`src/hw/rtl/rsct_pkg.sv`:
```
// ---------------------------------------------------------------------------
// rsct_pkg: shared definitions of the resizing stack capacity tracker
// Widths, register indexes, reset values, multiplier operand codes and the
// command and status bundles between controller and datapath.
// ---------------------------------------------------------------------------
`default_nettype none

package rsct_pkg;

  localparam int DEPTH_DEF = 1024;
  localparam int DATA_W    = 32;
  localparam int CNT_OUT_W = 11;
  localparam int CFG_W     = 11;
  localparam int CFG_IDX_W = 3;
  localparam int RATIO_W   = 8;

  // Register indexes of the configuration port.
  localparam logic [CFG_IDX_W-1:0] REG_UPPER_LIMIT  = 3'd0;
  localparam logic [CFG_IDX_W-1:0] REG_LOWER_LIMIT  = 3'd1;
  localparam logic [CFG_IDX_W-1:0] REG_GROW_RATIO   = 3'd2;
  localparam logic [CFG_IDX_W-1:0] REG_SHRINK_RATIO = 3'd3;
  localparam logic [CFG_IDX_W-1:0] REG_INIT_CAP     = 3'd4;

  localparam logic [RATIO_W-1:0] UPPER_LIMIT_RST  = 8'd218;
  localparam logic [RATIO_W-1:0] LOWER_LIMIT_RST  = 8'd38;
  localparam logic [RATIO_W-1:0] GROW_RATIO_RST   = 8'd32;
  localparam logic [RATIO_W-1:0] SHRINK_RATIO_RST = 8'd8;
  localparam logic [CFG_W-1:0]   INIT_CAP_RST     = 11'd10;

  // A pop may shrink the capacity only when the new top index is above this.
  localparam int MIN_SHRINK_TOP = 10;

  localparam logic KIND_PUSH = 1'b0;
  localparam logic KIND_POP  = 1'b1;

  // Operand select of the shared capacity multiplier.
  localparam logic [1:0] MUL_GROW   = 2'd0;
  localparam logic [1:0] MUL_SHRINK = 2'd1;
  localparam logic [1:0] MUL_UPPER  = 2'd2;
  localparam logic [1:0] MUL_LOWER  = 2'd3;

  typedef struct packed {
    logic [RATIO_W-1:0] upper_limit;
    logic [RATIO_W-1:0] lower_limit;
    logic [RATIO_W-1:0] grow_ratio;
    logic [RATIO_W-1:0] shrink_ratio;
  } cfg_t;

  typedef struct packed {
    logic             load;
    logic [CFG_W-1:0] value;
  } init_load_t;

  typedef struct packed {
    logic       start_item;
    logic [1:0] mul_op;
    logic       apply_grow;
    logic       apply_shrink;
    logic       do_store;
    logic       do_pop;
    logic       latch_pop;
  } cmd_t;

  typedef struct packed {
    logic full;
    logic can_store;
    logic nonempty;
    logic up_hit;
    logic low_hit;
  } status_t;

endpackage

`default_nettype wire

```
`src/hw/rtl/rsct_ctrl.sv`:
```
// ---------------------------------------------------------------------------
// rsct_ctrl: operation sequencer
// Steps one push or pop through grow test, store or read, threshold test
// and resize, then strobes the result for one cycle.
// ---------------------------------------------------------------------------
`default_nettype none

module rsct_ctrl (
  input  wire logic            clk,
  input  wire logic            rst,
  input  wire logic            start,
  input  wire logic            kind,
  input  rsct_pkg::status_t    st,
  output rsct_pkg::cmd_t       cmd,
  output logic                 busy,
  output logic                 done
);

  localparam logic [3:0] S_IDLE     = 4'd0;
  localparam logic [3:0] S_P_TEST   = 4'd1;
  localparam logic [3:0] S_P_GROW   = 4'd2;
  localparam logic [3:0] S_P_STORE  = 4'd3;
  localparam logic [3:0] S_P_UCHK   = 4'd4;
  localparam logic [3:0] S_P_GROW2  = 4'd5;
  localparam logic [3:0] S_O_READ   = 4'd6;
  localparam logic [3:0] S_O_LCHK   = 4'd7;
  localparam logic [3:0] S_O_SHRINK = 4'd8;
  localparam logic [3:0] S_DONE     = 4'd9;

  logic [3:0] state, state_next;

  always_ff @(posedge clk) begin
    if (rst) begin
      state <= S_IDLE;
    end else begin
      state <= state_next;
    end
  end

  always_comb begin
    state_next       = state;
    cmd              = '0;
    cmd.mul_op       = rsct_pkg::MUL_GROW;
    case (state)
      S_IDLE: begin
        if (start) begin
          cmd.start_item = 1'b1;
          state_next     = (kind == rsct_pkg::KIND_POP) ? S_O_READ : S_P_TEST;
        end
      end
      S_P_TEST: begin
        cmd.mul_op = rsct_pkg::MUL_GROW;
        state_next = st.full ? S_P_GROW : S_P_STORE;
      end
      S_P_GROW: begin
        cmd.apply_grow = 1'b1;
        state_next     = S_P_STORE;
      end
      S_P_STORE: begin
        cmd.mul_op = rsct_pkg::MUL_UPPER;
        if (st.can_store) begin
          cmd.do_store = 1'b1;
          state_next   = S_P_UCHK;
        end else begin
          state_next = S_DONE;
        end
      end
      S_P_UCHK: begin
        cmd.mul_op = rsct_pkg::MUL_GROW;
        state_next = st.up_hit ? S_P_GROW2 : S_DONE;
      end
      S_P_GROW2: begin
        cmd.apply_grow = 1'b1;
        state_next     = S_DONE;
      end
      S_O_READ: begin
        cmd.mul_op = rsct_pkg::MUL_LOWER;
        if (st.nonempty) begin
          cmd.do_pop = 1'b1;
          state_next = S_O_LCHK;
        end else begin
          state_next = S_DONE;
        end
      end
      S_O_LCHK: begin
        cmd.latch_pop = 1'b1;
        cmd.mul_op    = rsct_pkg::MUL_SHRINK;
        state_next    = st.low_hit ? S_O_SHRINK : S_DONE;
      end
      S_O_SHRINK: begin
        cmd.apply_shrink = 1'b1;
        state_next       = S_DONE;
      end
      S_DONE: begin
        state_next = S_IDLE;
      end
      default: begin
        state_next = S_IDLE;
      end
    endcase
  end

  assign busy = (state != S_IDLE);
  assign done = (state == S_DONE);

  a_accept_goes_busy: assert property (@(posedge clk) disable iff (rst)
    (start && !busy) |=> busy)
    else $error("accepted beat did not start an operation");

  a_done_frees: assert property (@(posedge clk) disable iff (rst)
    done |=> !busy)
    else $error("block stayed busy after the result beat");

  a_grow2_ends: assert property (@(posedge clk) disable iff (rst)
    (state == S_P_GROW2 || state == S_O_SHRINK) |=> done)
    else $error("final resize not followed by the result beat");

endmodule

`default_nettype wire

```
`config.mk`:
```
export PLATFORM = sky130hd
export DESIGN_NAME = rsct_ctrl
export DESIGN_NICKNAME = d
export VERILOG_FILES = /design/src/hw/rtl/rsct_pkg.sv /design/src/hw/rtl/rsct_ctrl.sv
export SDC_FILE = /design/constraint.sdc
export NUM_CORES = 1
export LEC_CHECK = 0
export BUFFER_PORTS_ARGS = -buffer_cell sky130_fd_sc_hd__buf_2
export CAP_MARGIN = 10
export CORE_AREA = 4 4 41 43
export CTS_CLUSTER_SIZE = 12
export DETAILED_ROUTE_END_ITERATION = 10
export DIE_AREA = 0 0 45 47
export PLACE_DENSITY = 0.59
export SYNTH_ARGS = -nofsm -noshare
export SYNTH_HDL_FRONTEND = slang
export SYNTH_SLANG_ARGS = --single-unit
```
`constraint.sdc`:
```
create_clock -name clk -period 2.1 [get_ports clk]
set_input_delay 0.315 -clock clk [delete_from_list [all_inputs] [get_ports clk]]
set_output_delay 0.315 -clock clk [all_outputs]
set_load 0.005 [all_outputs]
```
Word-level counts from Yosys, hierarchy flattened --
Cells that the tools add are included.
Operators by class: reduce and logical (&&, ||, !) cells 4, equal/unequal tests 10, muxes and demuxes 18
Operators with widths (count):
- 4-bit case mux with 8 select lines | 1
- 4-bit by 3-bit equality test with 1-bit output (second input constant) | 4
- 4-bit 2-to-1 mux | 4
- 1-bit 2-to-1 mux | 11
- 4-bit by 2-bit equality test with 1-bit output (second input constant) | 2
- 4-bit equality test (second input constant) | 2
- 2-bit case mux with 3 select lines | 1
- 4-bit by 1-bit equality test with 1-bit output (second input constant) | 1
- 4-bit logical NOT | 1
- 4-bit nonzero test | 1
- 2-bit OR reduction | 2
- 3-bit 2-to-1 mux | 1
- 2-bit != test (second input constant) | 1
Storage, ports and cells: flip-flop bits (word level) 4

Longest topological paths before layout --
word-level depth 3, mapped depth 5, gate-level depth less buffers 4

Least setup slack after synthesis --
No wires, ideal clock.
kind register to output, start point register state[2], end point output port cmd[7] (netlist bit), arrival time 1.030 ns, slack 0.755 ns, stages on the path, launching flop included 5, cell sequence dfxtp_1 > buf_2 > nor3_1 > or2b_1 > nor2_1
RTL lines:
- start, declared | RTL line rsct_ctrl.sv:30 | logic [3:0] state, state_next;
- start signal, assigned | RTL line rsct_ctrl.sv:36 | state <= state_next;
- end, declared | RTL line rsct_ctrl.sv:14 | output rsct_pkg::cmd_t cmd,

==> impl_metrics.ini <==
[placement]
gp_congestion = 0.8179
hpwl_um = 748.9
io_buffer_count = 18
dp.cells = 79

[layout]
fillers = 160
diodes = 0
fin_nets = 78
drive_above_1_share_pct = 34.33
reg_top3 = state: 4 flops
final_common_cell = buf_2
final_cell_mix = buf_2 (18), nor3_1 (5), o21ai_0 (5)
areaGrowthSynthToFinish_pct = 25.08
regMostFlops = state
largest_reg_flops = 4
final_cells = 82

[global_route]
grt_first_pass_wirelength_mm = 1.566
grt_pass1_vias = 372
grt.total_usage_pct = 10.58
antenna_found_initial = 0
grt_start_max_net_pins = 17
grt_remaining_overflow = 0

[cts]
root_buffer = clkbuf_4
cts_tree = yes
cts.htree.levels = 1
clk_pin_slew_worst_paths_ns = 0.04
cts_made_buffers = 3
post_cts_buffers = 0
clk_path_buf_depth = 2
cts_hold_buf = 0
worst_skew_pair.late_latency_ns = 0.24
cts_resized = 0
clock_sinks = 4

[route]
ant_nets = 0
wl_mm = 1.004
drc = 0
routedWlPerCell_um = 12.24
dr.pass1.iters = 4
via_per_inst = 5.366
drt_first_iter_violations = 4
num_vias = 440

[power_and_ir_drop]
powerDensity_nw_per_um2 = 1430
total_power_w = 0.0006870
p_switching_w = 0.0003170
swShare_pct = 46.15
clkPwrFrac_pct = 14.1
p_leak_nw = 0.2219
vdd_drop_max_uv = 415.9
comb_power_share_pct = 53.6
p_int_w = 0.0003700
seq_power_share_pct = 32.3

[timing]
finalSetupViolations = 0
finalHoldViolations = 0
rsz0062_at_grt = no
tightest_slew_ns = 0.4647
finalClockSkew_ns = 0.002727
whs_ns = 0.2779
post-route-min-period_ns = 1.896
slew_viol_final = 0
fin_crit_sh_pct = 90.31
final.setup.tns_ns = 0
timing.fmax_ghz = 0.5273
slew-limit-headroom_pct = 68.98

[floorplanning]
row_count = 13
ios = 19
core_um2 = 1301
fp.dieW_um = 45
fp.dieH_um = 47
start_util_pct = 29.52
die_area_um2 = 2115

[critical_path]
end_kind = output port
r2r-start = state[0]$_SDFFE_PP0P_
critical_path_depth = 4
worst-path-buf-inv = 2
cpPeakStageDelay_ns = 0.51
crit_fanout = 10
reg2reg_setup_slack_ns = 0.66
cp_top_family = flip-flops
worstReg2RegEnd = state[0]$_SDFFE_PP0P_
crit_type = reg2out
crit_chain = inv_1, or3_1, a21oi_1, buf_2
crit_start = state[1]$_SDFFE_PP0P_
crit_required_ns = 1.78
worstPathArrival_ns = 1.58
cpMaxStageDelayCell = dfxtp_1
start_kind = flip-flop
critPathCapture = cmd[4]
r2r_cells = 4

[logic_synthesis]
syn-cell-area_um2 = 384.1
synth_nets = 59
synth-edff-count = 0
synth-seq-cells = 4
yosys_warnings = 0
syn_avg_cell_area_um2 = 7.682
async_reset_ff_share_pct = 0
seq_area_frac_synth_pct = 20.85
yosysUniqueCellTypes = 26
synth_ff_type = dfxtp_1
synth_cells = 50

[status]
status = finished, final reports clean

[job]
drv_cap = 0

[min_path]
hold_class = in2reg
power by group through the flow:
stage	logic [W]	clock network [W]	registers (W)
floorplan	0.000382	0	0.000137
detailed placement	0.000373	0	0.000222
global placement	0.000370	0	0.000221
CTS	0.000374	0.000102	0.000221
global route	0.000413	0.000109	0.000234
finish	0.000368	0.0000969	0.000222
final cells by class:
class	instances	area [um2]	area share [%]
Multi-Input combinational cell	39	257.7	53.65
Sequential cell	4	80.08	16.67
Tap cell	15	18.77	3.906
Clock buffer	3	22.52	4.687
Timing Repair Buffer	18	90.09	18.75
Inverter	3	11.26	2.344
Yosys cell counts, types with 2 or more instances:
library cell / number / area share, %
a211oi_1: 2 / 3.9
inv_1: 3 / 2.9
and2_1: 2 / 3.3
a221oi_1: 2 / 4.6
and4_1: 2 / 4.6
mux2i_1: 2 / 5.2
nor3_1: 5 / 6.5
dfxtp_1: 4 / 21
buf_2: 2 / 2.6
nand2_1: 3 / 2.9
nor2_1: 3 / 2.9
a21oi_1: 2 / 2.6
o21ai_0: 5 / 6.5
worst min path at each step:
| stage | cells after the start | start | endpoint |
|---|---|---|---|
| after detailed placement | 2 | rst | state[0]$_SDFFE_PP0P_ |
| final | 2 | rst | state[0]$_SDFFE_PP0P_ |
| after global placement | 2 | rst | state[0]$_SDFFE_PP0P_ |
| after global routing | 2 | rst | state[0]$_SDFFE_PP0P_ |
| after floorplan | 1 | rst | state[0]$_SDFFE_PP0P_ |
| after CTS | 2 | rst | state[0]$_SDFFE_PP0P_ |
metal layers:
| metal | wire length (um) | vias up | track usage (%) |
|---|---|---|---|
| li1 | - | 223 | - |
| met1 | 443 | 196 | 12.47 |
| met2 | 445 | 21 | 15.25 |
| met3 | 115 | 0 | 7.280 |
| met4 | 0 | 0 | 3.509 |
| met5 | 0 | - | 0 |
cells by family after synthesis:
kind of cell	share of synthesized area, %
DFF	20.85
xor gates and xnor gates	2.281
buffers and inverters	12.05
AOI/OAI and AO/OA	26.06
muxes	5.212
and+or+nand+nor	33.55
metrics by stage:
step / setup slack [ns] / cell area, um2 / utilization [%]
after global routing: 0.09783 / 480.5 / 36.92
after global placement: 0.5275 / 457.9 / 35.19
final: 0.2035 / 480.5 / 36.92
after detailed placement: 0.4807 / 457.9 / 35.19
after floorplan: 0.7553 / 384.1 / -
after CTS: 0.2196 / 480.5 / 36.92
No activity file was read; power rests on OpenSTA's default activity.
