--- config.mk ---
export PLATFORM = sky130hd
export DESIGN_NAME = rsct_cfg
export DESIGN_NICKNAME = d
export VERILOG_FILES = /design/src/hw/rtl/rsct_pkg.sv /design/src/hw/rtl/rsct_cfg.sv
export SDC_FILE = /design/constraint.sdc
export NUM_CORES = 1
export LEC_CHECK = 0
export BUFFER_PORTS_ARGS = -buffer_cell sky130_fd_sc_hd__buf_2
export CORE_MARGIN = 5
export CORE_UTILIZATION = 45
export DETAILED_ROUTE_END_ITERATION = 12
export GPL_TIMING_DRIVEN = 1
export PLACE_DENSITY = 0.75
export SLEW_MARGIN = 10
export SYNTH_ARGS = -nofsm -noshare
export SYNTH_HDL_FRONTEND = slang
export SYNTH_SLANG_ARGS = --single-unit
--- constraint.sdc ---
create_clock -name clk -period 1 [get_ports clk]
set_input_delay 0.05 -clock clk [delete_from_list [all_inputs] [get_ports clk]]
set_output_delay 0.05 -clock clk [all_outputs]
set_load 0.1 [all_outputs]
--- src/hw/rtl/rsct_pkg.sv ---
// ---------------------------------------------------------------------------
// rsct_pkg: shared definitions of the resizing stack capacity tracker
// Widths, register indexes, reset values, multiplier operand codes and the
// command and status bundles between controller and datapath.
// ---------------------------------------------------------------------------
`default_nettype none

package rsct_pkg;

  localparam int DEPTH_DEF = 1024;
  localparam int DATA_W    = 32;
  localparam int CNT_OUT_W = 11;
  localparam int CFG_W     = 11;
  localparam int CFG_IDX_W = 3;
  localparam int RATIO_W   = 8;

  // Register indexes of the configuration port.
  localparam logic [CFG_IDX_W-1:0] REG_UPPER_LIMIT  = 3'd0;
  localparam logic [CFG_IDX_W-1:0] REG_LOWER_LIMIT  = 3'd1;
  localparam logic [CFG_IDX_W-1:0] REG_GROW_RATIO   = 3'd2;
  localparam logic [CFG_IDX_W-1:0] REG_SHRINK_RATIO = 3'd3;
  localparam logic [CFG_IDX_W-1:0] REG_INIT_CAP     = 3'd4;

  localparam logic [RATIO_W-1:0] UPPER_LIMIT_RST  = 8'd218;
  localparam logic [RATIO_W-1:0] LOWER_LIMIT_RST  = 8'd38;
  localparam logic [RATIO_W-1:0] GROW_RATIO_RST   = 8'd32;
  localparam logic [RATIO_W-1:0] SHRINK_RATIO_RST = 8'd8;
  localparam logic [CFG_W-1:0]   INIT_CAP_RST     = 11'd10;

  // A pop may shrink the capacity only when the new top index is above this.
  localparam int MIN_SHRINK_TOP = 10;

  localparam logic KIND_PUSH = 1'b0;
  localparam logic KIND_POP  = 1'b1;

  // Operand select of the shared capacity multiplier.
  localparam logic [1:0] MUL_GROW   = 2'd0;
  localparam logic [1:0] MUL_SHRINK = 2'd1;
  localparam logic [1:0] MUL_UPPER  = 2'd2;
  localparam logic [1:0] MUL_LOWER  = 2'd3;

  typedef struct packed {
    logic [RATIO_W-1:0] upper_limit;
    logic [RATIO_W-1:0] lower_limit;
    logic [RATIO_W-1:0] grow_ratio;
    logic [RATIO_W-1:0] shrink_ratio;
  } cfg_t;

  typedef struct packed {
    logic             load;
    logic [CFG_W-1:0] value;
  } init_load_t;

  typedef struct packed {
    logic       start_item;
    logic [1:0] mul_op;
    logic       apply_grow;
    logic       apply_shrink;
    logic       do_store;
    logic       do_pop;
    logic       latch_pop;
  } cmd_t;

  typedef struct packed {
    logic full;
    logic can_store;
    logic nonempty;
    logic up_hit;
    logic low_hit;
  } status_t;

endpackage

`default_nettype wire

--- src/hw/rtl/rsct_cfg.sv ---
// ---------------------------------------------------------------------------
// rsct_cfg: configuration registers
// Holds the threshold and ratio registers and the initial capacity, and
// forwards a write of the initial capacity as a load beat to the datapath.
// ---------------------------------------------------------------------------
`default_nettype none

module rsct_cfg (
  input  wire logic                          clk,
  input  wire logic                          rst,
  input  wire logic                          cfg_we,
  input  wire logic [rsct_pkg::CFG_IDX_W-1:0] cfg_index,
  input  wire logic [rsct_pkg::CFG_W-1:0]     cfg_data,
  output rsct_pkg::cfg_t                      cfg,
  output rsct_pkg::init_load_t                init_load
);

  logic [rsct_pkg::CFG_W-1:0] init_cap;

  always_ff @(posedge clk) begin
    if (rst) begin
      cfg.upper_limit  <= rsct_pkg::UPPER_LIMIT_RST;
      cfg.lower_limit  <= rsct_pkg::LOWER_LIMIT_RST;
      cfg.grow_ratio   <= rsct_pkg::GROW_RATIO_RST;
      cfg.shrink_ratio <= rsct_pkg::SHRINK_RATIO_RST;
      init_cap         <= rsct_pkg::INIT_CAP_RST;
    end else if (cfg_we) begin
      case (cfg_index)
        rsct_pkg::REG_UPPER_LIMIT:  cfg.upper_limit  <= cfg_data[rsct_pkg::RATIO_W-1:0];
        rsct_pkg::REG_LOWER_LIMIT:  cfg.lower_limit  <= cfg_data[rsct_pkg::RATIO_W-1:0];
        rsct_pkg::REG_GROW_RATIO:   cfg.grow_ratio   <= cfg_data[rsct_pkg::RATIO_W-1:0];
        rsct_pkg::REG_SHRINK_RATIO: cfg.shrink_ratio <= cfg_data[rsct_pkg::RATIO_W-1:0];
        rsct_pkg::REG_INIT_CAP:     init_cap         <= cfg_data;
        default: ;
      endcase
    end
  end

  // The datapath reloads capacity and peak from the written value at once.
  assign init_load.load  = cfg_we && (cfg_index == rsct_pkg::REG_INIT_CAP);
  assign init_load.value = init_load.load ? cfg_data : init_cap;

endmodule

`default_nettype wire

; Word-level counts from Yosys, hierarchy flattened
; Index checks and enable logic that the tools add are counted.
[word_totals]
regBits = 43
latch_bits = 0
ram_bits = 0
rom_bits = 0
in_bits = 17
elab_cells = 17
mem_count = 0
[classes]
n_addsub = 0
multipliers = 0
div = 0
n_lt_le_gt_ge = 0
n_eq_ne = 4
shift = 0
muxes = 1
n_bitwise = 0
reduce_logical = 7
[ops]
columns = operator, count
row1 = $mux W11, 1
row2 = $reduce_and A2 Y1, 5
row3 = $eq A3 B2 Y1 const B, 2
row4 = $eq A3 B1 Y1 const B, 1
row5 = $eq A3 B3 Y1 const B, 1
row6 = $logic_not A3 Y1, 1
row7 = $logic_and A1 B1 Y1, 1

; Logic depth before layout (Yosys ltp)
; Gate-level depths: netlist of the first run.
[depth]
word_depth = 3
mapped_depth = 5
mapped_depth_nobuf = 3

; Worst setup path after synthesis of the first run
; OpenSTA, ideal clock, no wires.
[synth_timing]
kind = input -> output
start = input cfg_index[1] in the netlist's numbering
end = output init_load[10] in the netlist's numbering
t_arrival_ns = 1.554
t_required_ns = 0.950
setup_slack_ns = -0.604
stages = 5
path_buffers = 2
path_cell_list = buf_6 -> nand4bb_1 -> buf_2 -> inv_2 -> mux2_2
[synth_lines]
columns = item, line_no
row1 = "start, declared", rsct_cfg.sv:12  ; input wire logic [rsct_pkg::CFG_IDX_W-1:0] cfg_index,
row2 = "end, declared", rsct_cfg.sv:15  ; output rsct_pkg::init_load_t init_load

==> results of run 1 <==
[state kept, by name (all words and copies together) (netlist names)]
register  count
cfg          32
init_cap     11
[cell usage in the layout, fill, tap and decap left out, types with 2 or more instances in the layout]
cell type | netlist | final
nor2_1 | 19 | 19
dfxtp_1 | 43 | 7
mux2i_1 | 43 | 43
nand4bb_1 | 3 | 2
mux2_4 | 0 | 7
buf_6 | 2 | 3
buf_4 | 0 | 17
buf_2 | 3 | 14
buf_12 | 0 | 45
dfxtp_2 | 0 | 36
nand2b_1 | 42 | 42
mux2_2 | 9 | 4
clkbuf_8 | 0 | 7
[Yosys cell counts]
library cell	count	area [um2]
and4b_1	1	10.01
and4bb_2	1	12.51
buf_2	3	15.01
buf_6	2	22.52
clkbuf_1	7	26.28
dfxtp_1	43	860.8
inv_2	1	3.750
mux2_1	2	22.52
mux2_2	9	101.4
mux2i_1	43	430.4
nand2b_1	42	262.8
nand4b_1	1	8.760
nand4bb_1	3	33.78
nor2_1	19	71.32
nor4b_2	1	15.01
nor4bb_1	1	10.01
or4b_1	1	10.01
[logic make-up (layout without fill, tap and decap cells)]
group / count (synthesis) / in the layout / share of synthesized area [%]
simple gates: 70 / 70 / 22.65
mux: 54 / 54 / 28.92
flops: 43 / 43 / 44.91
buf+inv: 13 / 89 / 3.525
[timing repair]
| action | CTS | global route |
|---|---|---|
| gates resized for setup | 20 | 4 |
| buffers inserted | 1 | 1 |
| setup endpoints to repair | 12 | 11 |
| pin swaps | 1 | 0 |
| hold endpoints to repair | 0 | 0 |
[tightest hold or removal path, cell delays in order]
cell	delay [ns]
buf_2	0.11
nand2b_1	0.06
mux2i_1	0.06
[layer usage]
| layer | global-route usage (%) | vias to the layer above | part of all wire [%] |
|---|---|---|---|
| li1 | - | 759 | - |
| met1 | 22.08 | 727 | 42 |
| met2 | 30.75 | 45 | 50 |
| met3 | 5.874 | 4 | 6.9 |
| met4 | 5.825 | 0 | 0.69 |
| met5 | 0 | - | 0 |
[report_power, final]
group / total [mW] / switching (mW) / internal [mW]
clock network: 1.21 / 0.586 / 0.628
registers: 1.79 / 0.0361 / 1.76
logic: 0.862 / 0.515 / 0.347
total: 3.87 / 1.14 / 2.73
[final cells by class]
| cell class | count | area [um2] |
|---|---|---|
| repair buffers | 80 | 1147 |
| fillers | 244 | 780.7 |
| clock inverters | 1 | 7.507 |
| clock buffers | 7 | 96.34 |
| flip-flops and latches | 43 | 905.9 |
| multi-input cells | 124 | 1037 |
| inverters | 1 | 20.02 |
| well taps | 50 | 62.56 |
[through the flow]
step	hold WS [ns]	instance area, um2	cells
after CTS	0.02008	3264	305
after global placement	0.3352	3064	296
after global routing	0.03672	3277	306
after detailed placement	0.3439	3064	296
after floorplan	0.2053	2016	180
final	0.02592	3277	306
[worst max path at each step]
stage | depth (start not counted) | to | startpoint
2_1_floorplan | 5 | init_load[5] | cfg_index[1]
3_3_place_gp | 6 | init_load[9] | cfg_index[0]
3_5_place_dp | 6 | init_load[8] | cfg_index[0]
4_1_cts | 6 | init_load[0] | cfg_index[1]
5_1_grt | 6 | init_load[0] | cfg_index[1]
6_report | 6 | init_load[0] | cfg_index[1]
==> impl_metrics.py, run 1 <==
metrics = {
    "clock_network": {
        "cts_buffers": 5,
        "cts-root-buf": "clkbuf_8",
        "cts_tree": "built",
        "clk_path_buf_depth": 2,
        "worst_skew_pair.late_latency_ns": 0.29,
        "clkSlewWorstSetupHoldPaths_ns": 0.08,
        "h-tree-depth": 2,
        "hold_buffers": 0,
        "cts.sinks": 43,
    },
    "routing": {
        "via_count": 1535,
        "ant_nets": 0,
        "drt_first_pass_iters": 4,
        "vias_per_cell": 5.016,
        "detail_route.wl_per_cell_um": 15.58,
        "drtIter0Drc": 80,
        "drc": 0,
        "drt-total-wl_um": 4766,
    },
    "sta": {
        "clock.fmax_mhz": 852.5,
        "final-hold-violation-count": 0,
        "final.setup.tns_ns": -1.499,
        "setup_viol": 11,
        "rsz0062_at_grt": "true",
        "fin_crit_sh_pct": 117.3,
        "setup_slack_ns": -0.1730,
        "min_period_ns": 1.173,
        "skew_ns": 0,
        "maxSlewHeadroom_pct": 78.81,
        "timing_worst_slew_pin_value_ns": 0.3178,
        "drv_slew": 0,
    },
    "setup_path": {
        "worstSetupPathType": "in2out",
        "crit_slowest_cell": "mux2_4",
        "cp-end-kind": "output port",
        "reg2reg_to": "init_cap[10]",
        "path_cells": "buf_6 > nand4bb_4 > buf_8 > buf_6 > mux2_4 > buf_12",
        "worst-path-max-fanout": 3,
        "crit_top_cell": "buf_6",
        "path_buf_inv": 4,
        "cp_data_required_time_ns": 0.95,
        "r2r_cells": 3,
        "slowest_delay_ns": 0.30,
        "cp_top_family": "buffers and inverters",
        "regToRegSetupSlack_ns": 0.31,
        "crit_path_start_kind": "primary input",
        "r2r-start": "init_cap[10]",
        "crit_arrival_ns": 1.12,
    },
    "die": {
        "ios": 61,
        "num_rows": 23,
        "fp.dieH_um": 75.27,
        "die_w_um": 75.27,
        "core_area_mm2": 0.004058,
        "dieArea_mm2": 0.005665,
        "start_util_pct": 47.24,
    },
    "min_path": {
        "hp-start": "cfg_data[9]",
        "hold-path-cell-count": 3,
        "hp-class": "in2reg",
        "whs_endpoint": "init_cap[9]",
    },
    "logic_synthesis": {
        "yosysSeqAreaShare_pct": 44.91,
        "yosys_warnings": 0,
        "syn_avg_cell_area_um2": 10.65,
        "ys_ff_latch": 43,
        "synthesis.nets": 197,
        "ys_types": 17,
        "syn-cell-area_mm2": 0.001917,
        "synthCells": 180,
    },
    "global_route": {
        "grt_max_degree": 34,
        "antenna_found_initial": 0,
        "grt_use_total_pct": 18.23,
        "grt.overflow.total": 0,
        "first_global_vias": 1583,
        "grt_pass1_wl_um": 7734,
    },
    "placed_design": {
        "place_congestion": 0.7428,
        "portBuffers": 60,
        "dp_slack_ns": -0.2975,
        "hpwl_um": 3592,
    },
    "status": {
        "violations": "setup timing",
        "status": "finished with violations",
    },
    "layout": {
        "drive_gt1_share_pct": 54.69,
        "final_core_util_pct": 80.76,
        "nets": 272,
        "diodes": 0,
        "syn_to_final_growth_pct": 70.95,
    },
    "job": {
        "max_cap_violations": 0,
    },
    "power_and_ir_drop": {
        "worst_ir_drop_vdd_uv": 1090,
        "p_leak_nw": 1.452,
        "total_power_mw": 3.867,
        "power_density_mw_per_mm2": 1180,
    },
}
Note: power is estimated with default switching activity, not from simulation.
==> run 2, diff against run 1 <==
--- a/config.mk
+++ b/config.mk
@@ -7,10 +7,10 @@
 export LEC_CHECK = 0
 export BUFFER_PORTS_ARGS = -buffer_cell sky130_fd_sc_hd__buf_2
 export CORE_MARGIN = 5
-export CORE_UTILIZATION = 45
+export CORE_UTILIZATION = 46
 export DETAILED_ROUTE_END_ITERATION = 12
 export GPL_TIMING_DRIVEN = 1
-export PLACE_DENSITY = 0.75
+export PLACE_DENSITY = 0.73
 export SLEW_MARGIN = 10
 export SYNTH_ARGS = -nofsm -noshare
 export SYNTH_HDL_FRONTEND = slang
==> constraint.sdc (replaced) <==
create_clock -name clk -period 1.25 [get_ports clk]
set_input_delay 0.0625 -clock clk [delete_from_list [all_inputs] [get_ports clk]]
set_output_delay 0.0625 -clock clk [all_outputs]
set_load 0.1 [all_outputs]
==> impl_metrics.py, run 2 (synthesis results as in run 1) <==
metrics = {
    "layout": {
        "nets": 270,
        "top_regs": "cfg x32, init_cap x11",
        "mostFrequentLayoutCells": "48 x buf_2, 43 x mux2i_1, 43 x dfxtp_1, 42 x nand2b_1, 20 x buf_4",
        "final_core_util_pct": 66.18,
        "largest_reg_flops": 32,
        "drive_gt1_share_pct": 40.16,
        "layout.cells.non_filler": 304,
        "final_area_mm2": 0.002666,
        "final_common_cell": "buf_2",
        "regMostFlops": "cfg",
        "syn_to_final_growth_pct": 39.10,
        "diodes": 0,
    },
    "setup_path": {
        "r2r_cells": 2,
        "cp_data_required_time_ns": 1.19,
        "crit_slowest_cell": "mux2_4",
        "path_buf_inv": 3,
        "regToRegSetupSlack_ns": 0.60,
        "r2r-start": "cfg[27]",
        "crit_path_start_kind": "primary input",
        "worst-path-max-fanout": 5,
        "reg2reg_to": "cfg[27]",
        "worstSetupPathType": "in2out",
        "cp_top_family": "buffers and inverters",
        "cp.depth": 5,
        "slowest_delay_ns": 0.31,
        "path_cells": "buf_2 > nand4bb_4 > buf_4 > mux2_4 > buf_12",
        "crit_arrival_ns": 1.15,
        "cp-end-kind": "output port",
    },
    "placed_design": {
        "dp_slack_ns": -0.05751,
        "dp_cells": 297,
        "place_area_mm2": 0.002529,
        "hpwl_um": 3067,
        "place_congestion": 0.7307,
        "portBuffers": 60,
    },
    "clock_network": {
        "cts.sinks": 43,
        "cts-root-buf": "clkbuf_8",
        "hold_buffers": 0,
        "worst_skew_pair.late_latency_ns": 0.29,
        "clk_path_buf_depth": 2,
        "clkSlewWorstSetupHoldPaths_ns": 0.08,
        "cts_buffers": 5,
        "h-tree-depth": 2,
        "cts_tree": "built",
    },
    "routing": {
        "drt-total-wl_um": 4154,
        "drc": 0,
        "ant_nets": 0,
        "vias_per_cell": 4.809,
        "via_count": 1462,
        "detail_route.wl_per_cell_um": 13.66,
        "drt_first_pass_iters": 4,
        "drtIter0Drc": 58,
    },
    "global_route": {
        "first_global_vias": 1465,
        "grt_max_degree": 43,
        "grt_use_total_pct": 16.16,
        "grt.overflow.total": 0,
        "antenna_found_initial": 0,
        "grt_pass1_wl_um": 6796,
    },
    "power_and_ir_drop": {
        "clock_power_share_pct": 35.5,
        "pwr-share-seq_pct": 45.5,
        "switching_power_uw": 873.4,
        "total_power_mw": 3.108,
        "power.internal_mw": 2.234,
        "switching_share_pct": 28.11,
        "power_density_mw_per_mm2": 1165,
        "p_leak_nw": 1.270,
        "worst_ir_drop_vdd_uv": 747.6,
        "combPwrFrac_pct": 19.0,
    },
    "sta": {
        "maxSlewHeadroom_pct": 67.03,
        "fin_crit_sh_pct": 96.84,
        "min_period_ns": 1.211,
        "final.setup.tns_ns": 0,
        "rsz0062_at_grt": "false",
        "hold_slack_ns": 0.04011,
        "final-hold-violation-count": 0,
        "setup_slack_ns": 0.03949,
        "skew_ns": 0,
        "clock.fmax_mhz": 826.1,
        "timing_worst_slew_pin_value_ns": 0.4980,
        "setup_viol": 0,
        "drv_slew": 0,
    },
    "job": {
        "max_cap_violations": 0,
    },
    "min_path": {
        "hold-path-cell-count": 3,
        "hp-class": "in2reg",
        "hp-start": "cfg_data[9]",
        "whs_endpoint": "init_cap[9]",
    },
    "die": {
        "core_area_mm2": 0.004029,
        "ios": 61,
        "num_rows": 23,
        "die_w_um": 74.55,
        "dieArea_mm2": 0.005558,
        "start_util_pct": 47.58,
        "fp.dieH_um": 74.55,
    },
    "status": {
        "status": "finished clean",
    },
}
==> run 2: tightest hold or removal path: stages <==
cell and delay, ns:
buf_2 0.11, nand2b_1 0.06, mux2i_1 0.06
==> run 2: cell type report <==
type                       instances  area [um2]
fill                             321        1363
multi-input combinational        124        1026
sequential                        43       860.8
timing repair buffer              78       590.6
clock buffer                       6       82.58
tap                               50       62.56
clock inverter                     2       35.03
inverter                           1       8.758
==> run 2: worst max-delay path by stage <==
| stage | startpoint | endpoint | slack (ns) |
|---|---|---|---|
| finish | cfg_index[1] | init_load[0] | 0.04 |
| global route | cfg_index[1] | init_load[0] | 0.002 |
| CTS | cfg_index[1] | init_load[0] | 0.04 |
| detailed placement | cfg_index[1] | init_load[10] | -0.06 |
| global placement | cfg_index[1] | init_load[10] | -0.03 |
| floorplan | cfg_index[1] | init_load[5] | -0.05 |
==> run 2: what timing repair did <==
| action | in CTS | in global routing |
|---|---|---|
| setup endpoints to repair | 8 | 0 |
| gates resized for setup | 5 | 0 |
| setup buffers | 0 | 0 |
==> run 2: metal layers <==
metal  routed length [um]  vias up  global-route usage (%)
li1                     -      756                       -
met1                 1906      658                   19.59
met2                 1831       46                   25.17
met3                  391        2                   7.432
met4                   25        0                   5.929
met5                    0        -                       0
==> run 2: power groups by stage <==
| stage | clock network, mW | registers, mW | logic (mW) |
|---|---|---|---|
| 2_1_floorplan | 0 | 1.61 | 0.252 |
| 3_3_place_gp | 0 | 1.45 | 0.582 |
| 3_5_place_dp | 0 | 1.45 | 0.584 |
| 4_1_cts | 1.14 | 1.41 | 0.593 |
| 5_1_grt | 1.21 | 1.42 | 0.619 |
| 6_report | 1.10 | 1.41 | 0.590 |
==> run 3, diff against run 2 <==
--- a/config.mk
+++ b/config.mk
@@ -11,6 +11,7 @@
 export DETAILED_ROUTE_END_ITERATION = 12
 export GPL_TIMING_DRIVEN = 1
 export PLACE_DENSITY = 0.73
+export RECOVER_POWER = 50
 export SLEW_MARGIN = 10
 export SYNTH_ARGS = -nofsm -noshare
 export SYNTH_HDL_FRONTEND = slang
==> impl_metrics.py, run 3 (synthesis results as in run 1) <==
metrics = {
    "die": {
        "die_w_um": 74.55,
        "ios": 61,
        "core_area_mm2": 0.004029,
        "dieArea_mm2": 0.005558,
        "start_util_pct": 47.58,
        "fp.dieH_um": 74.55,
        "num_rows": 23,
    },
    "global_route": {
        "grt_pass1_wl_um": 6796,
        "first_global_vias": 1465,
        "grt.overflow.total": 0,
        "antenna_found_initial": 0,
        "grt_use_total_pct": 16.16,
        "grt_max_degree": 43,
    },
    "setup_path": {
        "worstSetupPathType": "in2out",
        "cp-end-kind": "output port",
        "crit_path_start_kind": "primary input",
        "crit_arrival_ns": 1.14,
        "cp_data_required_time_ns": 1.19,
        "r2r_cells": 2,
        "worst-path-max-fanout": 5,
    },
    "sta": {
        "setup_slack_ns": 0.04841,
        "fin_crit_sh_pct": 96.13,
        "hold_slack_ns": 0.03920,
        "timing_worst_slew_pin_value_ns": 0.4977,
        "min_period_ns": 1.202,
        "final-hold-violation-count": 0,
        "rsz0062_at_grt": "false",
        "clock.fmax_mhz": 832.2,
        "setup_viol": 0,
        "drv_slew": 0,
        "skew_ns": 0,
        "maxSlewHeadroom_pct": 67.05,
        "final.setup.tns_ns": 0,
    },
    "clock_network": {
        "cts.sinks": 43,
        "hold_buffers": 0,
        "cts-root-buf": "clkbuf_8",
        "cts_resized": 5,
        "h-tree-depth": 2,
        "post_cts_buffers": 0,
        "cts_tree": "built",
        "cts_buffers": 5,
        "worst_skew_pair.late_latency_ns": 0.29,
        "clk_path_buf_depth": 2,
        "clkSlewWorstSetupHoldPaths_ns": 0.08,
    },
    "layout": {
        "regMostFlops": "cfg",
        "ff_latch_area_um2": 860.8,
        "layout.cells.non_filler": 304,
        "final_core_util_pct": 64.78,
        "drive_gt1_share_pct": 35.43,
        "multi_input_area_mm2": 0.001013,
        "diodes": 0,
        "syn_to_final_growth_pct": 36.16,
        "fillCellCount": 340,
        "nets": 270,
        "mostFrequentLayoutCells": "46 x buf_2, 43 x mux2i_1, 43 x dfxtp_1, 42 x nand2b_1, 19 x nor2_1",
        "largest_reg_flops": 32,
        "top_regs": "cfg x32, init_cap x11",
        "final_common_cell": "buf_2",
    },
    "placed_design": {
        "hpwl_um": 3067,
        "dp_cells": 297,
        "dp_slack_ns": -0.05751,
        "portBuffers": 60,
        "place_congestion": 0.7307,
    },
    "power_and_ir_drop": {
        "power_density_mw_per_mm2": 1186,
        "p_leak_nw": 1.236,
        "worst_ir_drop_vdd_uv": 751.3,
    },
    "status": {
        "status": "finished clean",
    },
    "routing": {
        "drtIter0Drc": 74,
        "drc": 0,
        "ant_nets": 0,
        "detail_route.wl_per_cell_um": 13.67,
        "vias_per_cell": 4.819,
        "via_count": 1465,
        "drt_first_pass_iters": 4,
        "drt-total-wl_um": 4155,
    },
    "job": {
        "max_cap_violations": 0,
    },
    "min_path": {
        "hold-path-cell-count": 3,
        "hp-class": "in2reg",
    },
}
==> run 3: layer usage <==
layer / up-vias / routed length (um) / global-route usage, %
met5: - / 0 / 0
met4: 0 / 25 / 5.929
met3: 2 / 396 / 7.432
met2: 46 / 1835 / 25.17
met1: 662 / 1897 / 19.59
li1: 755 / - / -
==> run 3: worst max-delay path, cell delays in order <==
cell,delay (ns)
clkbuf_1,0.09
nand4bb_4,0.29
buf_4,0.21
mux2_4,0.31
buf_12,0.17
==> run 3: worst paths after layout <==
path | start | end | slack, ns
min reg2reg | cfg[14] | cfg[14] | 0.47
max reg2reg | cfg[27] | cfg[27] | 0.60
max | cfg_index[1] | init_load[0] | 0.05
min | cfg_data[9] | init_cap[9] | 0.04
==> run 3: report_power, final <==
group          internal [mW]  switching [mW]
Clock                  0.646           0.460
Combinational          0.177           0.399
Sequential              1.40          0.0146
Total                   2.22           0.873
==> run 3: area by class of cell <==
class	count	share of cell area [%]
multi-input cells	124	38.83
clock buffers	6	3.164
well taps	50	2.397
clock inverters	2	1.342
repair buffers	78	20.95
inverters	1	0.3356
flip-flops and latches	43	32.98
==> run 3: per-stage QoR <==
step                power (mW)  cell area [um2]
floorplan                1.860             1933
global placement         2.028             2529
global route             3.229             2610
finish                   3.095             2610
detailed placement       2.030             2529
CTS                      3.148             2666
